### config.mk
export PLATFORM = sky130hd
export DESIGN_NAME = gregorian_date_add_days_core
export DESIGN_NICKNAME = d
export VERILOG_FILES = /design/src/hw/rtl/gdad_pkg.sv /design/src/hw/rtl/gdad_fifo.sv /design/src/hw/rtl/gdad_front.sv /design/src/hw/rtl/gdad_walk.sv /design/src/hw/rtl/gregorian_date_add_days_core.sv
export SDC_FILE = /design/constraint.sdc
export NUM_CORES = 1
export LEC_CHECK = 0
export BUFFER_PORTS_ARGS = -buffer_cell sky130_fd_sc_hd__buf_2
export CAP_MARGIN = 20
export CORE_ASPECT_RATIO = 1.4
export CORE_UTILIZATION = 67
export DETAILED_ROUTE_END_ITERATION = 7
export PLACE_DENSITY = 0.86
export SLEW_MARGIN = 20
export SYNTH_ARGS = -nofsm -noshare
export SYNTH_HDL_FRONTEND = slang
export SYNTH_SLANG_ARGS = --single-unit
### constraint.sdc
create_clock -name aclk -period 12.24 [get_ports aclk]
set_clock_uncertainty 0.1 [all_clocks]
set_input_delay 0 -clock aclk [delete_from_list [all_inputs] [get_ports aclk]]
set_output_delay 0 -clock aclk [all_outputs]
set_load 0.05 [all_outputs]
### src/hw/rtl/gdad_pkg.sv
`timescale 1ns / 1ps
package gdad_pkg;

    // Fixed field widths of the request and result items.
    localparam int DAY_W    = 5;
    localparam int MONTH_W  = 4;
    localparam int YEAR_W   = 12;
    localparam int OFFSET_W = 18;
    localparam int REM_W    = 7;   // year modulo 100
    localparam int CENT_W   = 6;   // year divided by 100
    localparam int SPAN_W   = 9;   // days in twelve consecutive months
    localparam int IN_TDATA_W  = 40;
    localparam int OUT_TDATA_W = 24;

    // Reciprocal of 100 scaled by 2^17; exact for all 12-bit years.
    localparam int RECIP_100   = 1311;
    localparam int RECIP_SHIFT = 17;

    localparam logic [MONTH_W-1:0] MONTH_JAN = 4'd1;
    localparam logic [MONTH_W-1:0] MONTH_FEB = 4'd2;
    localparam logic [MONTH_W-1:0] MONTH_DEC = 4'd12;

    typedef enum logic [2:0] {
        ST_OK        = 3'd0,
        ST_BAD_YEAR  = 3'd1,
        ST_BAD_MONTH = 3'd2,
        ST_BAD_DAY   = 3'd3,
        ST_RANGE     = 3'd4
    } status_t;

    typedef enum logic [1:0] {
        WK_IDLE,
        WK_RUN,
        WK_DONE
    } walk_state_t;

    // Classified request handed from the front end to the walker.
    typedef struct packed {
        status_t             st;
        logic [MONTH_W-1:0]  month;
        logic [YEAR_W-1:0]   year;
        logic [REM_W-1:0]    rem;
        logic [CENT_W-1:0]   cent;
    } item_info_t;

    localparam int INFO_W = $bits(item_info_t);

    // Gregorian leap rule from the year's low bits, its remainder modulo
    // 100 and its century number.
    function automatic logic leap_year(input logic [1:0] y_low,
                                       input logic [REM_W-1:0] rem,
                                       input logic [CENT_W-1:0] cent);
        leap_year = (y_low == 2'd0) && ((rem != '0) || (cent[1:0] == 2'd0));
    endfunction

    function automatic logic [DAY_W-1:0] month_len(input logic [MONTH_W-1:0] m,
                                                   input logic leap);
        case (m)
            4'd2:                month_len = leap ? 5'd29 : 5'd28;
            4'd4, 4'd6, 4'd9, 4'd11: month_len = 5'd30;
            default:             month_len = 5'd31;
        endcase
    endfunction

endpackage

### src/hw/rtl/gdad_fifo.sv
`timescale 1ns / 1ps
module gdad_fifo #(
    parameter int DATA_W = 64
) (
    input  logic              aclk,
    input  logic              aresetn,
    input  logic              push,
    input  logic [DATA_W-1:0] push_data,
    output logic              full,
    input  logic              pop,
    output logic [DATA_W-1:0] pop_data,
    output logic              not_empty
);
    import gdad_pkg::*;

    logic [DATA_W-1:0] slot_reg [2];
    logic              wr_ptr_reg;
    logic              wr_ptr_next;
    logic              rd_ptr_reg;
    logic              rd_ptr_next;
    logic [1:0]        count_reg;
    logic [1:0]        count_next;

    assign full      = (count_reg == 2'd2);
    assign not_empty = (count_reg != 2'd0);
    assign pop_data  = slot_reg[rd_ptr_reg];

    // Pointer and fill count bookkeeping.
    always_comb begin
        wr_ptr_next = wr_ptr_reg ^ push;
        rd_ptr_next = rd_ptr_reg ^ pop;
        count_next  = count_reg + {1'b0, push} - {1'b0, pop};
    end

    always_ff @(posedge aclk) begin
        if (!aresetn) begin
            wr_ptr_reg <= 1'b0;
            rd_ptr_reg <= 1'b0;
            count_reg  <= 2'd0;
        end else begin
            wr_ptr_reg <= wr_ptr_next;
            rd_ptr_reg <= rd_ptr_next;
            count_reg  <= count_next;
        end
    end

    // Storage slots carry no reset.
    always_ff @(posedge aclk) begin
        if (push) begin
            slot_reg[wr_ptr_reg] <= push_data;
        end
    end

endmodule

### src/hw/rtl/gdad_front.sv
`timescale 1ns / 1ps
module gdad_front #(
    parameter int MIN_YEAR    = 1901,
    parameter int MAX_YEAR    = 2199,
    parameter int OFFSET_BITS = 18,
    parameter int D_W         = 20
) (
    input  logic                          aclk,
    input  logic                          aresetn,
    input  logic                          s_tvalid,
    output logic                          s_tready,
    input  logic [gdad_pkg::DAY_W-1:0]    in_day,
    input  logic [gdad_pkg::MONTH_W-1:0]  in_month,
    input  logic [gdad_pkg::YEAR_W-1:0]   in_year,
    input  logic [gdad_pkg::OFFSET_W-1:0] offset_days,
    output logic                          push,
    input  logic                          full,
    output logic signed [D_W-1:0]         day_sum,
    output gdad_pkg::item_info_t          info
);
    import gdad_pkg::*;

    // Offset bits taken from the field; above the field width the value is
    // zero extended, so one extra bit keeps it positive.
    localparam int OB = (OFFSET_BITS > OFFSET_W) ? OFFSET_W + 1 : OFFSET_BITS;
    localparam int PROD_W = YEAR_W + 11;
    localparam logic [YEAR_W:0] MIN_Y = (YEAR_W + 1)'(MIN_YEAR);
    localparam logic [YEAR_W:0] MAX_Y = (YEAR_W + 1)'(MAX_YEAR);

    logic                  valid_reg;
    logic                  valid_next;
    logic [DAY_W-1:0]      day_reg;
    logic [MONTH_W-1:0]    month_reg;
    logic [YEAR_W-1:0]     year_reg;
    logic [OFFSET_W-1:0]   offset_reg;

    logic [PROD_W-1:0]     prod;
    logic [CENT_W-1:0]     cent;
    logic [YEAR_W:0]       hund;
    logic [REM_W-1:0]      rem;
    logic                  leap;
    logic [DAY_W-1:0]      len;
    logic [OFFSET_W:0]     off_ext;
    logic [OB-1:0]         off_low;
    logic signed [D_W-1:0] off_s;
    status_t               st;

    assign s_tready = !valid_reg || push;
    assign push     = valid_reg && !full;

    always_comb begin
        valid_next = valid_reg;
        if (s_tvalid && s_tready) begin
            valid_next = 1'b1;
        end else if (push) begin
            valid_next = 1'b0;
        end
    end

    always_ff @(posedge aclk) begin
        if (!aresetn) begin
            valid_reg <= 1'b0;
        end else begin
            valid_reg <= valid_next;
        end
    end

    // Request holding register.
    always_ff @(posedge aclk) begin
        if (s_tvalid && s_tready) begin
            day_reg    <= in_day;
            month_reg  <= in_month;
            year_reg   <= in_year;
            offset_reg <= offset_days;
        end
    end

    // Split the year into century and remainder by a reciprocal multiply.
    always_comb begin
        prod = PROD_W'(year_reg) * PROD_W'(RECIP_100);
        cent = prod[RECIP_SHIFT +: CENT_W];
        hund = (YEAR_W + 1)'(cent) * (YEAR_W + 1)'(100);
        rem  = REM_W'({1'b0, year_reg} - hund);
        leap = leap_year(year_reg[1:0], rem, cent);
        len  = month_len(month_reg, leap);
    end

    // Classify the start date; year first, then month, then day.
    always_comb begin
        if (({1'b0, year_reg} < MIN_Y) || ({1'b0, year_reg} > MAX_Y)) begin
            st = ST_BAD_YEAR;
        end else if (!(month_reg inside {[4'd1:4'd12]})) begin
            st = ST_BAD_MONTH;
        end else if ((day_reg == '0) || (day_reg > len)) begin
            st = ST_BAD_DAY;
        end else begin
            st = ST_OK;
        end
    end

    // Sign extend the offset and add the start day.
    always_comb begin
        off_ext = {1'b0, offset_reg};
        off_low = off_ext[OB-1:0];
        off_s   = {{(D_W - OB){off_low[OB-1]}}, off_low};
        day_sum = off_s + $signed(D_W'(day_reg));
    end

    always_comb begin
        info.st    = st;
        info.month = month_reg;
        info.year  = year_reg;
        info.rem   = rem;
        info.cent  = cent;
    end

endmodule

### src/hw/rtl/gdad_walk.sv
`timescale 1ns / 1ps
module gdad_walk #(
    parameter int MIN_YEAR = 1901,
    parameter int MAX_YEAR = 2199,
    parameter int D_W      = 20
) (
    input  logic                         aclk,
    input  logic                         aresetn,
    input  logic                         fifo_valid,
    output logic                         fifo_pop,
    input  logic signed [D_W-1:0]        day_sum,
    input  gdad_pkg::item_info_t         info,
    output logic                         m_tvalid,
    input  logic                         m_tready,
    output logic [gdad_pkg::DAY_W-1:0]   out_day,
    output logic [gdad_pkg::MONTH_W-1:0] out_month,
    output logic [gdad_pkg::YEAR_W-1:0]  out_year,
    output logic [2:0]                   status
);
    import gdad_pkg::*;

    localparam logic [YEAR_W:0] MIN_Y = (YEAR_W + 1)'(MIN_YEAR);
    localparam logic [YEAR_W:0] MAX_Y = (YEAR_W + 1)'(MAX_YEAR);
    localparam logic [REM_W-1:0] REM_LAST = REM_W'(99);
    localparam logic [SPAN_W-1:0] YEAR_DAYS = SPAN_W'(365);

    walk_state_t           state_reg;
    walk_state_t           state_next;
    logic signed [D_W-1:0] d_reg;
    logic signed [D_W-1:0] d_next;
    logic [MONTH_W-1:0]    m_reg;
    logic [MONTH_W-1:0]    m_next;
    logic [YEAR_W-1:0]     y_reg;
    logic [YEAR_W-1:0]     y_next;
    logic [REM_W-1:0]      r_reg;
    logic [REM_W-1:0]      r_next;
    logic [CENT_W-1:0]     q_reg;
    logic [CENT_W-1:0]     q_next;
    status_t               st_reg;
    status_t               st_next;

    logic                  out_valid_reg;
    logic                  out_valid_next;
    logic [DAY_W-1:0]      out_day_reg;
    logic [MONTH_W-1:0]    out_month_reg;
    logic [YEAR_W-1:0]     out_year_reg;
    logic [2:0]            out_st_reg;
    logic                  out_free;
    logic                  out_load;

    logic [YEAR_W:0]       y_up;
    logic [YEAR_W:0]       y_dn;
    logic                  ok_up;
    logic                  ok_dn;
    logic [REM_W-1:0]      r_up;
    logic [REM_W-1:0]      r_dn;
    logic [CENT_W-1:0]     q_up;
    logic [CENT_W-1:0]     q_dn;
    logic                  leap_c;
    logic                  leap_up;
    logic                  leap_dn;
    logic [DAY_W-1:0]      len_c;
    logic [DAY_W-1:0]      len_prev;
    logic [SPAN_W-1:0]     fwd_span;
    logic [SPAN_W-1:0]     bwd_span;
    logic signed [D_W-1:0] len_s;
    logic signed [D_W-1:0] fwd_s;
    logic signed [D_W-1:0] bwd_s;
    logic                  walk_finish;

    assign out_free = !out_valid_reg || m_tready;

    // Neighbor years, their leap flags and whether they are in range.
    always_comb begin
        y_up    = {1'b0, y_reg} + (YEAR_W + 1)'(1);
        y_dn    = {1'b0, y_reg} - (YEAR_W + 1)'(1);
        ok_up   = (y_up >= MIN_Y) && (y_up <= MAX_Y);
        ok_dn   = (y_dn >= MIN_Y) && (y_dn <= MAX_Y);
        r_up    = (r_reg == REM_LAST) ? '0 : r_reg + REM_W'(1);
        q_up    = (r_reg == REM_LAST) ? q_reg + CENT_W'(1) : q_reg;
        r_dn    = (r_reg == '0) ? REM_LAST : r_reg - REM_W'(1);
        q_dn    = (r_reg == '0) ? q_reg - CENT_W'(1) : q_reg;
        leap_c  = leap_year(y_reg[1:0], r_reg, q_reg);
        leap_up = leap_year(y_up[1:0], r_up, q_up);
        leap_dn = leap_year(y_dn[1:0], r_dn, q_dn);
        len_c   = month_len(m_reg, leap_c);
        len_prev = month_len(m_reg - MONTH_W'(1), leap_c);
        // Twelve months ahead hold next February once past this one.
        fwd_span = YEAR_DAYS + SPAN_W'((m_reg <= MONTH_FEB) ? leap_c : leap_up);
        // Twelve months back hold this February once it has passed.
        bwd_span = YEAR_DAYS + SPAN_W'((m_reg > MONTH_FEB) ? leap_c : leap_dn);
        len_s   = $signed(D_W'(len_c));
        fwd_s   = $signed(D_W'(fwd_span));
        bwd_s   = $signed(D_W'(bwd_span));
    end

    // One walk step: a whole year when the remainder allows, else a month.
    always_comb begin
        d_next      = d_reg;
        m_next      = m_reg;
        y_next      = y_reg;
        r_next      = r_reg;
        q_next      = q_reg;
        st_next     = st_reg;
        walk_finish = 1'b0;
        case (state_reg)
            WK_IDLE: begin
                if (fifo_valid) begin
                    d_next  = day_sum;
                    m_next  = info.month;
                    y_next  = info.year;
                    r_next  = info.rem;
                    q_next  = info.cent;
                    st_next = info.st;
                end
            end
            WK_RUN: begin
                if (d_reg > len_s) begin
                    if (d_reg > fwd_s) begin
                        if (!ok_up) begin
                            st_next     = ST_RANGE;
                            walk_finish = 1'b1;
                        end else begin
                            d_next = d_reg - fwd_s;
                            y_next = y_up[YEAR_W-1:0];
                            r_next = r_up;
                            q_next = q_up;
                        end
                    end else if (m_reg == MONTH_DEC) begin
                        if (!ok_up) begin
                            st_next     = ST_RANGE;
                            walk_finish = 1'b1;
                        end else begin
                            d_next = d_reg - len_s;
                            y_next = y_up[YEAR_W-1:0];
                            r_next = r_up;
                            q_next = q_up;
                            m_next = MONTH_JAN;
                        end
                    end else begin
                        d_next = d_reg - len_s;
                        m_next = m_reg + MONTH_W'(1);
                    end
                end else if (d_reg < $signed(D_W'(1))) begin
                    if ((d_reg + bwd_s) < $signed(D_W'(1))) begin
                        if (!ok_dn) begin
                            st_next     = ST_RANGE;
                            walk_finish = 1'b1;
                        end else begin
                            d_next = d_reg + bwd_s;
                            y_next = y_dn[YEAR_W-1:0];
                            r_next = r_dn;
                            q_next = q_dn;
                        end
                    end else if (m_reg == MONTH_JAN) begin
                        if (!ok_dn) begin
                            st_next     = ST_RANGE;
                            walk_finish = 1'b1;
                        end else begin
                            // December always has 31 days.
                            d_next = d_reg + $signed(D_W'(31));
                            y_next = y_dn[YEAR_W-1:0];
                            r_next = r_dn;
                            q_next = q_dn;
                            m_next = MONTH_DEC;
                        end
                    end else begin
                        d_next = d_reg + $signed(D_W'(len_prev));
                        m_next = m_reg - MONTH_W'(1);
                    end
                end else begin
                    walk_finish = 1'b1;
                end
            end
            default: begin
            end
        endcase
    end

    // Next state.
    always_comb begin
        state_next = state_reg;
        case (state_reg)
            WK_IDLE: begin
                if (fifo_valid) begin
                    state_next = (info.st == ST_OK) ? WK_RUN : WK_DONE;
                end
            end
            WK_RUN: begin
                if (walk_finish) begin
                    state_next = WK_DONE;
                end
            end
            WK_DONE: begin
                if (out_free) begin
                    state_next = WK_IDLE;
                end
            end
            default: begin
                state_next = WK_IDLE;
            end
        endcase
    end

    // State outputs.
    always_comb begin
        fifo_pop = 1'b0;
        out_load = 1'b0;
        case (state_reg)
            WK_IDLE: fifo_pop = fifo_valid;
            WK_DONE: out_load = out_free;
            default: begin
            end
        endcase
    end

    always_comb begin
        out_valid_next = out_valid_reg;
        if (out_load) begin
            out_valid_next = 1'b1;
        end else if (m_tready) begin
            out_valid_next = 1'b0;
        end
    end

    always_ff @(posedge aclk) begin
        if (!aresetn) begin
            state_reg     <= WK_IDLE;
            out_valid_reg <= 1'b0;
        end else begin
            state_reg     <= state_next;
            out_valid_reg <= out_valid_next;
        end
    end

    // Walk datapath and result register.
    always_ff @(posedge aclk) begin
        d_reg  <= d_next;
        m_reg  <= m_next;
        y_reg  <= y_next;
        r_reg  <= r_next;
        q_reg  <= q_next;
        st_reg <= st_next;
        if (out_load) begin
            out_day_reg   <= (st_reg == ST_OK) ? d_reg[DAY_W-1:0] : '0;
            out_month_reg <= (st_reg == ST_OK) ? m_reg : '0;
            out_year_reg  <= (st_reg == ST_OK) ? y_reg : '0;
            out_st_reg    <= st_reg;
        end
    end

    assign m_tvalid  = out_valid_reg;
    assign out_day   = out_day_reg;
    assign out_month = out_month_reg;
    assign out_year  = out_year_reg;
    assign status    = out_st_reg;

endmodule

### src/hw/rtl/gregorian_date_add_days_core.sv
`timescale 1ns / 1ps
// Flow: the front-end register and the queue hold each request, then the walker
// takes one walk step per cycle (a whole year while at least twelve months remain,
// else a month) and the result register presents the result once the output is free.
// The walker holds one item at a time; the front end and queue take requests until full.
// Reset: synchronous active-low aresetn empties the front end, queue and
// result register; no stored data needs clearing.
module gregorian_date_add_days_core #(
    parameter int MIN_YEAR    = 1901,
    parameter int MAX_YEAR    = 2199,
    parameter int OFFSET_BITS = 18
) (
    input  logic                                aclk,
    input  logic                                aresetn,
    input  logic                                s_tvalid,
    output logic                                s_tready,
    // in_day, in_month, in_year, offset_days, zero pad
    input  logic [gdad_pkg::IN_TDATA_W-1:0]     s_tdata,
    output logic                                m_tvalid,
    input  logic                                m_tready,
    // out_day, out_month, out_year, status
    output logic [gdad_pkg::OUT_TDATA_W-1:0]    m_tdata
);
    import gdad_pkg::*;

    localparam int OB  = (OFFSET_BITS > OFFSET_W) ? OFFSET_W + 1 : OFFSET_BITS;
    localparam int D_W = OB + 2;
    localparam int Q_W = D_W + INFO_W;

    logic                  push;
    logic                  full;
    logic                  pop;
    logic                  not_empty;
    logic signed [D_W-1:0] f_day_sum;
    item_info_t            f_info;
    logic [Q_W-1:0]        q_out;
    logic signed [D_W-1:0] w_day_sum;
    item_info_t            w_info;
    logic [DAY_W-1:0]      out_day;
    logic [MONTH_W-1:0]    out_month;
    logic [YEAR_W-1:0]     out_year;
    logic [2:0]            status;

    gdad_front #(
        .MIN_YEAR    (MIN_YEAR),
        .MAX_YEAR    (MAX_YEAR),
        .OFFSET_BITS (OFFSET_BITS),
        .D_W         (D_W)
    ) u_front (
        .aclk        (aclk),
        .aresetn     (aresetn),
        .s_tvalid    (s_tvalid),
        .s_tready    (s_tready),
        .in_day      (s_tdata[4:0]),
        .in_month    (s_tdata[8:5]),
        .in_year     (s_tdata[20:9]),
        .offset_days (s_tdata[38:21]),
        .push        (push),
        .full        (full),
        .day_sum     (f_day_sum),
        .info        (f_info)
    );

    gdad_fifo #(
        .DATA_W (Q_W)
    ) u_fifo (
        .aclk      (aclk),
        .aresetn   (aresetn),
        .push      (push),
        .push_data ({f_day_sum, f_info}),
        .full      (full),
        .pop       (pop),
        .pop_data  (q_out),
        .not_empty (not_empty)
    );

    assign w_day_sum = q_out[Q_W-1 -: D_W];
    assign w_info    = item_info_t'(q_out[INFO_W-1:0]);

    gdad_walk #(
        .MIN_YEAR (MIN_YEAR),
        .MAX_YEAR (MAX_YEAR),
        .D_W      (D_W)
    ) u_walk (
        .aclk       (aclk),
        .aresetn    (aresetn),
        .fifo_valid (not_empty),
        .fifo_pop   (pop),
        .day_sum    (w_day_sum),
        .info       (w_info),
        .m_tvalid   (m_tvalid),
        .m_tready   (m_tready),
        .out_day    (out_day),
        .out_month  (out_month),
        .out_year   (out_year),
        .status     (status)
    );

    assign m_tdata = {status, out_year, out_month, out_day};

`ifndef NO_ASSERTIONS
    // The queue never takes a request while full.
    a_no_overflow: assert property (@(posedge aclk) disable iff (!aresetn)
        push |-> !full)
        else $error("queue overflow");

    // Any error status clears the date fields.
    a_err_zero: assert property (@(posedge aclk) disable iff (!aresetn)
        (m_tvalid && (status != 3'(ST_OK))) |-> (m_tdata[20:0] == 21'd0))
        else $error("error result carries a date");

    // A good result is a real calendar position.
    a_ok_date: assert property (@(posedge aclk) disable iff (!aresetn)
        (m_tvalid && (status == 3'(ST_OK))) |->
            ((out_day != '0) && (out_month != '0) && (out_month <= MONTH_DEC)))
        else $error("bad result date");

    // Status codes stay within the defined set.
    a_status_range: assert property (@(posedge aclk) disable iff (!aresetn)
        m_tvalid |-> (status <= 3'(ST_RANGE)))
        else $error("undefined status code");
`endif

endmodule

==> metrics.txt <==
crit path capture type=flip-flop; Peak supply drop=173 uV; slowest cell delay on critical path=680 ps; DP Area=0.0155 mm2; Worst Setup SP=u_front.year_reg[4]; number of nets in the layout=1735; worst skew pair latency=530 ps; Chip Width=128 um; critical path class=reg -> reg; vias=11500; max reg flops=88; GRT Total Usage=32.4%; Synth Instances=1440; Final WS setup=4190 ps; core area=0.0219 mm2; GR Overflow Total=0; commonest non-fill, non-tap cells in the layout=edfxtp_1 (199), inv_1 (145), ha_1 (136), nand2_1 (106); final setup TNS=0 ps; largest net degree at the start of global routing=66; Die Area=0.0230 mm2; Worst EP required=12490 ps; Root Driver=clkbuf_16; highest clock rate=124 MHz; DP Worst Slack=4450 ps; maxcap violations=0; Rows=64; count of final hold-check violations=0; r2r setup slk=4190 ps; Arr. time, crit path=8300 ps; # DRC=0; P&R area growth vs syn=11.2%; design area=0.0167 mm2; Avg Vias per Cell=6.32; detailed placement HPWL=23.4 mm; crit path time final=8050 ps; Setup crit end=u_fifo.slot_reg[0][30]; CP Depth=32; pwr dens=258 mW/mm2; #FFs+latches synth=208; slowest cell on the critical path=edfxtp_1; initial antenna violation count=0; storage element area=0.00616 mm2; clk slew on worst S/H paths=70 ps; Fill cells=1471; Worst-Margin Slew=1040 ps; Ports=70; sequential fraction of the synthesis area=41.1%; initial drt markers=1086; R2R Path Start=u_front.year_reg[4]; Crit path top cell by count=inv_1; TritonCTS buffer count=21; layout cell share with drive strength beyond 1=10.1%; Worst R2R Path Depth=32; CP top delay family=adder cells; DRT antenna net count=0; Mapped Area=0.0150 mm2; Post-Place Cells=1736; Routed Wire Length=36.2 mm; routed len/inst=19.9 um; commonest non-fill, non-tap cell in the layout=edfxtp_1; FF-to-FF End=u_fifo.slot_reg[0][30]; initial core utilization=68.3%; Setup Fix Bufs, Post-CTS=0; Layout Utilization=76.0%; first-pass GRT wire length=58.0 mm; Top FF cell, synth=edfxtp_1; Mapped Avg Cell Area=10.4 um2; Unique masters post-synth=85; final non-filler cell total=1819; leakage power total=6.61 nW; H-tree levels=1; RSZ-0062 raised after global routing=no; number of synthesized flops with an enable pin=199; vias in the first global route=11300; TritonCTS clock tree=done; port bufs=68; Slew Viols, Final=0; chip height=179 um; Ys Warns=0; GPL Wtd Cong=0.919; clk sinks=208; status=finished, final reports clean; Detailed Routing Iterations Pass 1=5; Period Utilization, post-route=65.8%; clock buffer depth=3; syn_nets=1668; Worst Path Max Fanout=10; startpoint types=flip-flop; ys async rst share=0%; Slew headroom=30.9%; worst path buffer plus inverter count=6; class of the worst hold path=in -> reg; # setup viols final=0; area of the multi-input gates=0.00801 mm2
report_power, final:
part | leakage, nW | switching [mW] | internal [mW]
Combinational | 4.32 | 1.35 | 0.891
Clock | 0.351 | 0.296 | 0.403
Sequential | 1.94 | 0.293 | 1.08
Total | 6.61 | 1.94 | 2.37
cells in the mapped netlist, types with 8 or more instances:
cell / n / share of area, %
a31oi_1: 14 / 0.58
o211ai_1: 18 / 0.90
mux2i_1: 44 / 2.9
inv_1: 146 / 3.7
xnor2_1: 51 / 3.0
mux2_2: 12 / 0.90
fa_1: 46 / 6.1
edfxtp_1: 199 / 40
nor2_1: 69 / 1.7
nand4_1: 11 / 0.46
nand2b_1: 11 / 0.46
and2_1: 32 / 1.3
buf_2: 10 / 0.33
xor2_1: 30 / 1.8
nand2_1: 106 / 2.7
dfxtp_1: 9 / 1.2
a211oi_1: 15 / 0.75
ha_1: 138 / 12
buf_1: 8 / 0.20
nor3_1: 35 / 1.2
nor2b_1: 17 / 0.71
a21oi_1: 64 / 2.1
or3_1: 10 / 0.42
nor4_1: 8 / 0.33
o21ai_0: 66 / 2.2
nand3_1: 38 / 1.3
and3_1: 14 / 0.58
clkbuf_1: 56 / 1.4
o22ai_1: 10 / 0.42
layout make-up:
cell class / instances / area share, %
Multi-Input combinational cell: 1010 / 48.0
Sequential cell: 208 / 36.9
Timing Repair Buffer: 120 / 5.16
Inverter: 146 / 3.29
Clock buffer: 22 / 3.17
Tap cell: 297 / 2.23
Clock inverter: 15 / 1.19
Antenna cell: 1 / 0.0150
worst min path at each step:
stage / from / to / cells after the start
after floorplan: s_tdata[0] / u_front.day_reg[0] / 0
after global placement: s_tdata[19] / u_front.year_reg[10] / 1
after detailed placement: s_tdata[22] / u_front.off_low[1] / 1
after CTS: s_tdata[24] / u_front.off_low[3] / 2
after global routing: s_tdata[27] / u_front.off_low[6] / 2
final: s_tdata[27] / u_front.off_low[6] / 2
metal layers:
layer  vias to the layer above  wire, um  global-route usage [%]
met3                       110      2330                    3.70
li1                       5313         -                       -
met4                         0      1320                    13.1
met2                       500     18700                    57.8
met5                         -         0                       0
met1                      5572     13900                    39.6
per-stage QoR:
stage	hold WS (ps)	total power, mW
2_1_floorplan	-1.13	3.01
3_3_place_gp	76.4	3.42
3_5_place_dp	78.1	3.51
4_1_cts	75.4	4.24
5_1_grt	86.1	4.60
6_report	79.6	4.31
what timing repair did:
action	4_1_cts	5_1_grt
hold buffers	44	0
gates resized for setup	0	0
hold endpoints to repair	48	0
kinds of logic after synthesis:
| group | count (synthesis) | synth area share, % |
|---|---|---|
| multiplexers | 56 | 3.84 |
| XOR/XNOR | 82 | 4.84 |
| flip-flops | 208 | 41.1 |
| AND/OR/NAND/NOR | 399 | 13.9 |
| AO/OA/AOI/OAI | 287 | 12.9 |
| buffers and inverters | 222 | 5.74 |
| adder cells (fa/ha/maj) | 186 | 17.8 |
Power figures use the tool's default switching activity.
